### src/rtl/number_text_parser_macros.svh
// Assertion helpers shared by the parser files.
`ifndef NUMBER_TEXT_PARSER_MACROS_SVH
`define NUMBER_TEXT_PARSER_MACROS_SVH
`ifndef SYNTHESIS
`define NPARS_ASSERT(lbl, prop, msg) \
  lbl: assert property (@(posedge clk) disable iff (rst) prop) else $error(msg);
`define NPARS_ASSERT_IMPL(lbl, pre, post, msg) \
  `NPARS_ASSERT(lbl, (pre) |-> (post), msg)
`else
`define NPARS_ASSERT(lbl, prop, msg)
`define NPARS_ASSERT_IMPL(lbl, pre, post, msg)
`endif
`endif

### src/rtl/npars_pkg.sv
package npars_pkg;

  localparam int VW     = 64;
  localparam int HW     = VW / 2;
  localparam int UW     = 31;
  localparam int CW     = 8;
  localparam int QDEPTH = 4;
  localparam int QAW    = $clog2(QDEPTH);
  localparam int IDXW   = 2;

  localparam logic [IDXW-1:0] CFG_MAX_POS   = IDXW'(0);
  localparam logic [IDXW-1:0] CFG_MAX_NEG   = IDXW'(1);
  localparam logic [IDXW-1:0] CFG_UNDERFLOW = IDXW'(2);

  typedef enum logic [2:0] {
    PH_SPACE,
    PH_SIGNED,
    PH_ZERO,
    PH_DIGITS,
    PH_SUFFIX
  } phase_t;

  typedef enum logic [1:0] {
    RADIX_DEC,
    RADIX_OCT,
    RADIX_HEX
  } radix_t;

  typedef enum logic [2:0] {
    SUF_NONE,
    SUF_G,
    SUF_M,
    SUF_K,
    SUF_GB,
    SUF_MB,
    SUF_KB,
    SUF_BAD
  } suffix_t;

  typedef enum logic [1:0] {
    ST_OK,
    ST_SYNTAX,
    ST_RANGE
  } status_t;

  // finished number handed from the parser to the scaling pipeline
  typedef struct packed {
    logic          range_err;
    logic          digit_seen;
    logic          negative;
    suffix_t       suffix;
    logic [VW-1:0] acc;
  } fin_req_t;

  function automatic logic [UW-1:0] units_of(suffix_t s);
    logic [UW-1:0] u;
    case (s)
      SUF_GB:  u = UW'(1073741824);
      SUF_MB:  u = UW'(1048576);
      SUF_KB:  u = UW'(1024);
      SUF_G:   u = UW'(1000000000);
      SUF_M:   u = UW'(1000000);
      SUF_K:   u = UW'(1000);
      default: u = UW'(1);
    endcase
    return u;
  endfunction

endpackage

### src/rtl/npars_fifo.sv
`include "number_text_parser_macros.svh"

module npars_fifo (
  input  logic                 clk,
  input  logic                 rst,
  input  logic                 push,
  input  npars_pkg::fin_req_t  din,
  input  logic                 pop,
  output npars_pkg::fin_req_t  dout,
  output logic                 full,
  output logic                 empty
);

  npars_pkg::fin_req_t          entries [npars_pkg::QDEPTH];
  logic [npars_pkg::QAW-1:0]    wr_ptr;
  logic [npars_pkg::QAW-1:0]    rd_ptr;
  logic [npars_pkg::QAW:0]      count;

  assign full  = (count == (npars_pkg::QAW+1)'(npars_pkg::QDEPTH));
  assign empty = (count == '0);
  assign dout  = entries[rd_ptr];

  always_ff @(posedge clk) begin
    if (push) begin
      entries[wr_ptr] <= din;
    end
  end

  always_ff @(posedge clk) begin
    if (rst) begin
      wr_ptr <= '0;
      rd_ptr <= '0;
      count  <= '0;
    end else begin
      if (push) begin
        wr_ptr <= wr_ptr + 1'b1;
      end
      if (pop) begin
        rd_ptr <= rd_ptr + 1'b1;
      end
      case ({push, pop})
        2'b10:   count <= count + 1'b1;
        2'b01:   count <= count - 1'b1;
        default: count <= count;
      endcase
    end
  end

  `NPARS_ASSERT(a_count_bound, count <= (npars_pkg::QAW+1)'(npars_pkg::QDEPTH), "queue count beyond depth")
  `NPARS_ASSERT_IMPL(a_no_overrun, full, !push, "request pushed into full queue")

endmodule

### config.mk
export PLATFORM = sky130hd
export DESIGN_NAME = npars_fifo
export DESIGN_NICKNAME = d
export VERILOG_FILES = /design/src/rtl/npars_pkg.sv /design/src/rtl/npars_fifo.sv
export VERILOG_INCLUDE_DIRS = /design/src /design/src/rtl
export SDC_FILE = /design/constraint.sdc
export NUM_CORES = 1
export LEC_CHECK = 0
export BUFFER_PORTS_ARGS = -buffer_cell sky130_fd_sc_hd__buf_2
export CORE_MARGIN = 1.5
export CORE_UTILIZATION = 42
export CTS_BUF_LIST = sky130_fd_sc_hd__clkbuf_4 sky130_fd_sc_hd__clkbuf_8 sky130_fd_sc_hd__clkbuf_16
export DETAILED_ROUTE_END_ITERATION = 6
export GPL_ROUTABILITY_DRIVEN = 0
export PLACE_DENSITY = 0.7
export SYNTH_ARGS = -nofsm -noshare
export SYNTH_HDL_FRONTEND = slang
export SYNTH_SLANG_ARGS = --single-unit
### constraint.sdc
create_clock -name clk -period 6.6 [get_ports clk]
set_input_delay 1.98 -clock clk [delete_from_list [all_inputs] [get_ports clk]]
set_output_delay 1.98 -clock clk [all_outputs]
set_load 0.1 [all_outputs]
==> flow_metrics.env <==
export IMPL_vias_per_cell=5.035
export IMPL_synth_cell_type_count=22
export IMPL_syn_num_nets=493
export IMPL_synthToLayoutAreaGrowth_pct=18.27
export IMPL_syn_inst=413
export IMPL_clockBufferDepth=3
export IMPL_postCtsSetupRepairBufs=0
export IMPL_yosys_warnings=0
export IMPL_syn_area_um2=10610
export IMPL_max_cap_violations=0
export IMPL_nNetsFinal=656
export IMPL_arrival_ns=2.67
export IMPL_required_ns=4.62
export IMPL_io_buffers=145
export IMPL_whs_ns=0.5396
export IMPL_fin_setup_tns_ns=0
export IMPL_io_pins=146
export IMPL_grt_pass1_wl_um=28700
export IMPL_critPathMaxFanout=26
export IMPL_drive_gt1_share_pct=45.99
export IMPL_start_util_pct=43.24
export IMPL_ant_nets=0
export IMPL_status="finished clean"
export IMPL_route_detailed_drc=0
export IMPL_maxSlewHeadroom_pct=27.09
export IMPL_min_period_over_period_pct=70.50
export IMPL_synth_mux_area_share_pct=14.95
export IMPL_dp_slack_ns=2.382
export IMPL_hold_path_class="reg2reg"
export IMPL_synthAdderAreaFrac_pct=0.7784
export IMPL_synth_xor_area_share_pct=0.4128
export IMPL_dr_first_iter_drc_count=230
export IMPL_power_density_nw_per_um2=363.7
export IMPL_antenna_cells=0
export IMPL_worstSkewPairLatency_ns=0.53
export IMPL_cts_tree="done"
export IMPL_grt_pass1_vias=5192
export IMPL_power_mw=4.563
export IMPL_ctsHoldBuffers=0
export IMPL_setup_viol=0
export IMPL_fin_skew_ns=0.008976
export IMPL_most_common_layout_cells="edfxtp_1 (280), buf_2 (145), mux4_2 (70)"
export IMPL_hold_viol_final=0
export IMPL_die_h_um=161.9
export IMPL_ys_seq_area_share_pct=80.95
export IMPL_dpl_hpwl_um=10530
export IMPL_die_area_um2=26220
export IMPL_power_leakage_nw=4.234
export IMPL_root_buffer="clkbuf_16"
export IMPL_worst_setup_path_start_kind="flip-flop"
export IMPL_place_area_um2=11590
export IMPL_path_clk_slew_ns=0.06
export IMPL_synth_simple_gate_area_share_pct=0.7194
export IMPL_tightest_slew_ns=1.094
export IMPL_core_area_um2=24530
export IMPL_vias=4642
export IMPL_grt_setup_unrepaired="no"
export IMPL_cts_num_sinks=289
export IMPL_end_kind="primary output"
export IMPL_rows=57
export IMPL_avgSynthCellArea_um2=25.69
export IMPL_max_freq_ghz=0.2149
export IMPL_final_common_cell="edfxtp_1"
export IMPL_grt_overflow_total=0
export IMPL_htreeDepth=1
export IMPL_cts_resized=0
export IMPL_post_route_min_period_ns=4.653
export IMPL_antenna_found_initial=1
export IMPL_crit_type="reg2out"
export IMPL_slew_viol_final=0
export IMPL_synth_compound_area_share_pct=0.1415
export IMPL_drt_first_pass_iters=4
export IMPL_wl_um=18390
export IMPL_synth_seq_cells=289
export IMPL_final_cell_area_um2=12550
export IMPL_fin_ws_ns=1.947
export IMPL_routedWlPerCell_um=19.94
export IMPL_grt_max_degree=71
export IMPL_cts_buffers=29
export IMPL_synth_top_family_by_area="multiplexers"
export IMPL_track_usage_pct=14.39
export IMPL_dieWidth_um=161.9
export IMPL_ir_drop_v=0.0001777
-- Yosys cell counts --
cell,n,area [um^2]
nor3_1,1,5.000
buf_1,1,3.750
o21ai_0,1,5.000
and2_1,4,25.02
nor2_1,8,30.03
clkbuf_1,1,3.750
or3_1,1,6.260
mux2i_1,1,10.01
and3_1,1,6.260
buf_12,7,140.1
nand2_1,1,3.750
inv_1,6,22.52
dfxtp_1,9,180.2
edfxtp_1,280,8408
a21oi_1,2,10.01
xor2_1,3,26.28
xnor2_1,2,17.52
ha_1,5,62.56
buf_2,7,35.03
mux4_2,70,1577
buf_6,1,11.26
fa_1,1,20.02
-- metal layers --
layer	vias to the layer above	track usage (%)	part of all wire, %
li1	2074	-	-
met4	2	3.420	1.4
met5	-	0	0.071
met3	28	3.830	6.5
met1	2409	18.63	41
met2	129	24.44	51
-- power breakdown --
part	leakage, nW	internal (mW)	switching (mW)	total (mW)
combinational	1.10	0.170	0.651	0.821
clock	0.483	0.967	0.626	1.59
sequential	2.65	2.11	0.0430	2.15
total	4.23	3.24	1.32	4.56
-- registers in the layout, indices dropped and copies added (netlist names), named ones only --
| name | cells |
|---|---|
| rd_ptr | 2 |
| wr_ptr | 2 |
| entries | 280 |
| count | 3 |
-- cell families after synthesis --
logic type / after synthesis
buf+inv: 23
compound gates: 3
xor+xnor: 5
simple gates: 16
fa+ha+maj: 6
mux: 71
flops: 289
-- metrics by stage --
| stage | utilization (%) | instances |
|---|---|---|
| global placement | 47.26 | 869 |
| CTS | 51.14 | 922 |
| finish | 51.14 | 922 |
| floorplan | - | 413 |
| global route | 51.14 | 922 |
| detailed placement | 47.26 | 869 |
-- path summary, 6_finish.rpt --
| kind | from | endpoint | slack [ns] | cells after the start |
|---|---|---|---|---|
| max reg2reg | wr_ptr[0]$_SDFFE_PP0P_ | entries[0][49]$_DFFE_PP_ | 4.53 | 4 |
| max | flip-flop | dout[29] | 1.95 | 3 |
| min | count[2]$_SDFFE_PP0P_ | count[2]$_SDFFE_PP0P_ | 0.54 | 2 |
| min reg2reg | count[2]$_SDFFE_PP0P_ | count[2]$_SDFFE_PP0P_ | 0.54 | 2 |
-- critical path, cell delays in order, from the launching register on --
cell	delay (ns)
dfxtp_4	0.68
buf_4	0.52
mux4_2	0.59
buf_2	0.31
-- layout make-up --
type                    count  area [um^2]
flip-flops and latches    289         8596
repair buffers            149        755.7
multi-input cells         101         1814
clock buffers              43        849.6
inverters                   6        22.52
clock inverters            10        103.9
fillers                  1971        11990
well taps                 324        405.4
(Power assumes the default switching activity.)
