===== src/rtl/number_text_parser_macros.svh =====
// Assertion helpers shared by the parser files.
`ifndef NUMBER_TEXT_PARSER_MACROS_SVH
`define NUMBER_TEXT_PARSER_MACROS_SVH
`ifndef SYNTHESIS
`define NPARS_ASSERT(lbl, prop, msg) \
  lbl: assert property (@(posedge clk) disable iff (rst) prop) else $error(msg);
`define NPARS_ASSERT_IMPL(lbl, pre, post, msg) \
  `NPARS_ASSERT(lbl, (pre) |-> (post), msg)
`else
`define NPARS_ASSERT(lbl, prop, msg)
`define NPARS_ASSERT_IMPL(lbl, pre, post, msg)
`endif
`endif


===== src/rtl/npars_pkg.sv =====
package npars_pkg;

  localparam int VW     = 64;
  localparam int HW     = VW / 2;
  localparam int UW     = 31;
  localparam int CW     = 8;
  localparam int QDEPTH = 4;
  localparam int QAW    = $clog2(QDEPTH);
  localparam int IDXW   = 2;

  localparam logic [IDXW-1:0] CFG_MAX_POS   = IDXW'(0);
  localparam logic [IDXW-1:0] CFG_MAX_NEG   = IDXW'(1);
  localparam logic [IDXW-1:0] CFG_UNDERFLOW = IDXW'(2);

  typedef enum logic [2:0] {
    PH_SPACE,
    PH_SIGNED,
    PH_ZERO,
    PH_DIGITS,
    PH_SUFFIX
  } phase_t;

  typedef enum logic [1:0] {
    RADIX_DEC,
    RADIX_OCT,
    RADIX_HEX
  } radix_t;

  typedef enum logic [2:0] {
    SUF_NONE,
    SUF_G,
    SUF_M,
    SUF_K,
    SUF_GB,
    SUF_MB,
    SUF_KB,
    SUF_BAD
  } suffix_t;

  typedef enum logic [1:0] {
    ST_OK,
    ST_SYNTAX,
    ST_RANGE
  } status_t;

  // finished number handed from the parser to the scaling pipeline
  typedef struct packed {
    logic          range_err;
    logic          digit_seen;
    logic          negative;
    suffix_t       suffix;
    logic [VW-1:0] acc;
  } fin_req_t;

  function automatic logic [UW-1:0] units_of(suffix_t s);
    logic [UW-1:0] u;
    case (s)
      SUF_GB:  u = UW'(1073741824);
      SUF_MB:  u = UW'(1048576);
      SUF_KB:  u = UW'(1024);
      SUF_G:   u = UW'(1000000000);
      SUF_M:   u = UW'(1000000);
      SUF_K:   u = UW'(1000);
      default: u = UW'(1);
    endcase
    return u;
  endfunction

endpackage


===== src/rtl/npars_back.sv =====
`include "number_text_parser_macros.svh"

module npars_back (
  input  logic                      clk,
  input  logic                      rst,
  input  logic                      empty,
  input  npars_pkg::fin_req_t       dout,
  output logic                      pop,
  input  logic [npars_pkg::VW-1:0]  pos_limit,
  input  logic [npars_pkg::VW-1:0]  neg_limit,
  input  logic [npars_pkg::VW-1:0]  underflow_value,
  input  logic                      out_stall,
  output logic                      out_valid,
  output npars_pkg::status_t        status,
  output logic [npars_pkg::VW-1:0]  result_value
);

  localparam int PW = npars_pkg::HW + npars_pkg::UW;
  localparam int FW = npars_pkg::VW + npars_pkg::UW;

  logic                      advance;
  logic [npars_pkg::UW-1:0]  units;

  logic                      s1_valid;
  npars_pkg::fin_req_t       s1_req;
  logic [PW-1:0]             s1_lo;
  logic [PW-1:0]             s1_hi;

  logic [FW-1:0]             full_prod;
  logic [npars_pkg::VW-1:0]  s1_limit;
  npars_pkg::status_t        s1_status;

  logic                      s2_valid;
  npars_pkg::status_t        s2_status;
  logic                      s2_neg;
  logic [npars_pkg::VW-1:0]  s2_value;

  logic [npars_pkg::VW-1:0]  final_value;

  assign advance = !out_valid || !out_stall;
  assign pop     = advance && !empty;
  assign units   = npars_pkg::units_of(dout.suffix);

  // stage 1: partial products of the magnitude and the suffix scale
  always_ff @(posedge clk) begin
    if (advance) begin
      s1_req <= dout;
      s1_lo  <= PW'(dout.acc[npars_pkg::HW-1:0]) * PW'(units);
      s1_hi  <= PW'(dout.acc[npars_pkg::VW-1:npars_pkg::HW]) * PW'(units);
    end
  end

  always_comb begin
    full_prod = {s1_hi, {npars_pkg::HW{1'b0}}} + FW'(s1_lo);
    s1_limit  = s1_req.negative ? neg_limit : pos_limit;
    if (s1_req.range_err) begin
      s1_status = npars_pkg::ST_RANGE;
    end else if (!s1_req.digit_seen || s1_req.suffix == npars_pkg::SUF_BAD) begin
      s1_status = npars_pkg::ST_SYNTAX;
    end else if (full_prod > FW'(s1_limit)) begin
      s1_status = npars_pkg::ST_RANGE;
    end else begin
      s1_status = npars_pkg::ST_OK;
    end
  end

  // stage 2: classified result
  always_ff @(posedge clk) begin
    if (advance) begin
      s2_status <= s1_status;
      s2_neg    <= s1_req.negative;
      s2_value  <= full_prod[npars_pkg::VW-1:0];
    end
  end

  always_comb begin
    case (s2_status)
      npars_pkg::ST_OK:    final_value = s2_neg ? (npars_pkg::VW'(0) - s2_value) : s2_value;
      npars_pkg::ST_RANGE: final_value = s2_neg ? underflow_value : pos_limit;
      default:             final_value = '0;
    endcase
  end

  always_ff @(posedge clk) begin
    if (advance) begin
      status       <= s2_status;
      result_value <= final_value;
    end
  end

  always_ff @(posedge clk) begin
    if (rst) begin
      s1_valid  <= 1'b0;
      s2_valid  <= 1'b0;
      out_valid <= 1'b0;
    end else if (advance) begin
      s1_valid  <= pop;
      s2_valid  <= s1_valid;
      out_valid <= s2_valid;
    end
  end

  `NPARS_ASSERT_IMPL(a_syntax_zero, out_valid && status == npars_pkg::ST_SYNTAX,
                     result_value == '0, "syntax failure with nonzero value")
  `NPARS_ASSERT_IMPL(a_range_value, out_valid && status == npars_pkg::ST_RANGE,
                     result_value == pos_limit || result_value == underflow_value,
                     "range result not a limit value")

endmodule


===== config.mk =====
export PLATFORM = sky130hd
export DESIGN_NAME = npars_back
export DESIGN_NICKNAME = d
export VERILOG_FILES = /design/src/rtl/npars_pkg.sv /design/src/rtl/npars_back.sv
export VERILOG_INCLUDE_DIRS = /design/src /design/src/rtl
export SDC_FILE = /design/constraint.sdc
export NUM_CORES = 2
export LEC_CHECK = 0
export BUFFER_PORTS_ARGS = -buffer_cell sky130_fd_sc_hd__buf_2
export CAP_MARGIN = 20
export CORE_MARGIN = 4
export CORE_UTILIZATION = 45
export DETAILED_ROUTE_END_ITERATION = 7
export MAX_ROUTING_LAYER = met4
export PLACE_DENSITY_LB_ADDON = 0.05
export SYNTH_ARGS = -nofsm -noshare
export SYNTH_HDL_FRONTEND = slang
export SYNTH_SLANG_ARGS = --single-unit

===== constraint.sdc =====
create_clock -name clk -period 11.6 [get_ports clk]
set_input_delay 0.58 -clock clk [delete_from_list [all_inputs] [get_ports clk]]
set_output_delay 0.58 -clock clk [all_outputs]
set_load 0.05 [all_outputs]

==> flow_summary.toml <==
[worst_setup_path]
r2r.worst_path.cells = 24
critPathLaunchType = "primary input"
reg2reg_to = "s2_status[1]"
crit_path_max_incr_delay_ns = 0.75
critPathMaxFanout = 35
reg2reg_from = "s1_lo[32]"
critical_path_class = "primary input to flip-flop"
timing.critical_path.mode_cell = "fa_1"
required_ns = 11.94
cp-end-kind = "flip-flop"
slowest_stage = "o31ai_1"
rrSetupSlack_ns = 3.14
cp.arrival_ns = 10.09

[die]
start_util = 0.4549
fp.coreArea_mm2 = 0.1463
die_w_um = 392.5
num_rows = 140
dieHeight_um = 392.5
ios = 334
dieArea_mm2 = 0.1541

[power_and_ir_drop]
max-vdd-ir-drop_mv = 0.2281
p_per_area_mw_per_mm2 = 194.4
p_leak_nw = 37.34

[clock_tree]
post_cts_resized = 0
ctsHtreeMaxLevel = 1
cts_tree = "yes"
cts_made_buffers = 29
cts.sinks = 268
clockBufferDepth = 3
post_cts_buffers = 0
cts_hold_buf = 0
insertion_delay_ns = 0.59
cts_root_buf = "clkbuf_16"
path_clk_slew_ns = 0.06

[placement]
gp_congestion = 0.9265
io_buffers = 333
dp_hpwl_um = 181500
post_dp_cell_area_mm2 = 0.07008

[routing]
dr.first_iter.drc_count = 3424
ant_nets = 0
routedWlPerCell_um = 23.65
drc = 0
wirelength_um = 211000
vias = 47760
via_per_inst = 5.351
dr.pass1.iters = 7

[global_route]
grt_max_degree = 86
overflow = 0
antenna_found_initial = 19
met3_usage = 0.04199
grtUsageMet1 = 0.4242
grt_busiest_layer = "met2"
globalRouteMet2Util = 0.4252
grt_usage = 0.2861
grt_pass1_vias = 49890
grt_pass1_wl_um = 320100

[timing]
max_freq_mhz = 102.5
hold_viol_final = 0
layout_worst_path_cycle_share = 0.8410
maxSlewViolCount = 0
final-setup-viol-count = 0
skew_ns = 0.01368
max_slew_margin = 0.3221
worst_slew_pin_slew_ns = 1.008
grt_setup_unrepaired = "false"
setup_tns_ns = 0
finalCriticalPeriod_ns = 9.755

[min_path]
hold_path_class = "primary input to flip-flop"
hp-start = "dout[69]"
holdPathEnd = "s1_req[69]"
hold_path_depth = 1

[synthesis]
synth-seq-cells = 268
synth_cells = 6797
synth_cell_types = 88
synth-async-reset-ratio = 0
syn-num-nets = 9216
postSynthAreaPerCell_um2 = 9.788
synth_area_mm2 = 0.06653
yosys_warnings = 0
ys_seq_area_frac = 0.1205
synth-edff-count = 265
ys.flop_type = "edfxtp_1"

[run]
max_cap_viol_count = 0

[layout]
syn_to_final_growth_pct = 6.707
drive_gt1_frac = 0.06611
postLayoutCellArea_mm2 = 0.07099
nets = 9401
fill_cells = 14180

[outcome]
status = "finished clean"
==> area by class of cell <==
cell class / instances / area [um2] / share of cell area
multi-input cells: 4667 / 51550 / 0.7262
flip-flops and latches: 268 / 8018 / 0.1129
inverters: 1650 / 6193 / 0.08724
well taps: 1917 / 2399 / 0.03379
repair buffers: 366 / 1939 / 0.02732
clock buffers: 38 / 759.5 / 0.01070
clock inverters: 14 / 121.4 / 0.001710
diodes: 4 / 10.01 / 0.0001410
==> placed cells by master (no fill, tap or decap), types with 58 or more instances in the layout <==
cell type,count
nand2_1,372
buf_2,333
o21ai_0,116
nor3_1,59
a21oi_1,215
nand4_1,58
fa_1,1193
a211oi_1,64
ha_1,960
nor2_1,206
xor2_1,71
mux2i_1,111
edfxtp_1,265
a21o_1,105
inv_1,1649
xnor2_1,177
and2_1,441
==> where the power goes <==
group / switching [mW] / total, mW / internal, mW / leakage, nW
sequential: 0.347 / 2.15 / 1.81 / 2.90
combinational: 6.85 / 10.8 / 3.90 / 34.0
clock: 0.401 / 0.887 / 0.486 / 0.425
total: 7.60 / 13.8 / 6.20 / 37.3
==> registers in the layout (all words and copies together) (netlist names) <==
name	count
s1_hi	63
s1_valid	1
result_value	64
s2_status	2
out_valid	1
s1_req	6
s2_value	64
status	2
s2_neg	1
s1_lo	63
s2_valid	1
==> metal layers <==
metal	wire length (um)	part of all wire	up-vias
met4	3704	0.018	0
met3	14420	0.068	139
li1	-	-	21870
met1	101100	0.48	24270
met2	91780	0.43	1475
met5	0	0	-
==> cell families after synthesis <==
logic type | share of synthesized area
buffers and inverters | 0.1056
muxes | 0.01975
xor gates and xnor gates | 0.03265
AOI/OAI and AO/OA | 0.07286
and+or+nand+nor | 0.1090
adders and majority gates | 0.5397
DFF | 0.1205
==> worst max-delay path by stage <==
stage,startpoint,end,slack (ns)
after floorplan,dout[65],s1_hi[60],2.61
after global routing,dout[64],s1_hi[61],1.33
final,dout[64],s1_lo[61],1.84
after CTS,dout[64],s1_hi[61],1.87
after detailed placement,dout[64],s1_hi[61],1.25
after global placement,dout[64],s1_hi[61],1.33
==> worst max-delay path, delay by kind of cell <==
| family | cells | cell delay, ns |
|---|---|---|
| buffers and inverters | 6 | 1.31 |
| AO/OA/AOI/OAI | 7 | 2.35 |
| XOR/XNOR | 2 | 0.36 |
| AND/OR/NAND/NOR | 6 | 1.54 |
| adder cells (fa/ha/maj) | 9 | 3.91 |
==> synth_stat cells, types with 13 or more instances <==
cell type | number | share of area
or3_1 | 18 | 0.0017
edfxtp_1 | 265 | 0.12
nor2_1 | 208 | 0.012
xnor2_1 | 177 | 0.023
clkbuf_1 | 184 | 0.010
nor2b_1 | 38 | 0.0036
o21ai_0 | 116 | 0.0087
inv_1 | 1649 | 0.093
mux2i_1 | 111 | 0.017
o21bai_1 | 22 | 0.0025
fa_1 | 1193 | 0.36
a211oi_1 | 64 | 0.0072
o31ai_1 | 32 | 0.0036
xor2_1 | 71 | 0.0093
nor4_1 | 16 | 0.0015
a21o_1 | 105 | 0.012
nand3_1 | 56 | 0.0042
and3_1 | 53 | 0.0050
nand2_1 | 374 | 0.021
buf_1 | 18 | 0.0010
a31oi_1 | 35 | 0.0033
a21oi_1 | 215 | 0.016
nor3_1 | 59 | 0.0044
and2_1 | 442 | 0.042
nand2b_1 | 26 | 0.0024
o211ai_1 | 20 | 0.0023
ha_1 | 960 | 0.18
nand4_1 | 58 | 0.0055
a221oi_1 | 13 | 0.0017
or4_1 | 13 | 0.0015
o21a_1 | 23 | 0.0026
==> stage by stage <==
step / hold slack (ns) / util / worst slack [ns] / cells / total power [mW]
CTS: 0.1349 / 0.4852 / 1.870 / 8919 / 13.72
global placement: 0.4445 / 0.4791 / 1.328 / 8867 / 12.73
finish: 0.1744 / 0.4854 / 1.845 / 8924 / 13.80
floorplan: 0.4244 / - / 2.610 / 6797 / 9.028
detailed placement: 0.4472 / 0.4791 / 1.249 / 8867 / 12.76
global route: 0.1536 / 0.4853 / 1.328 / 8923 / 15.08
(Power assumes the default switching activity.)
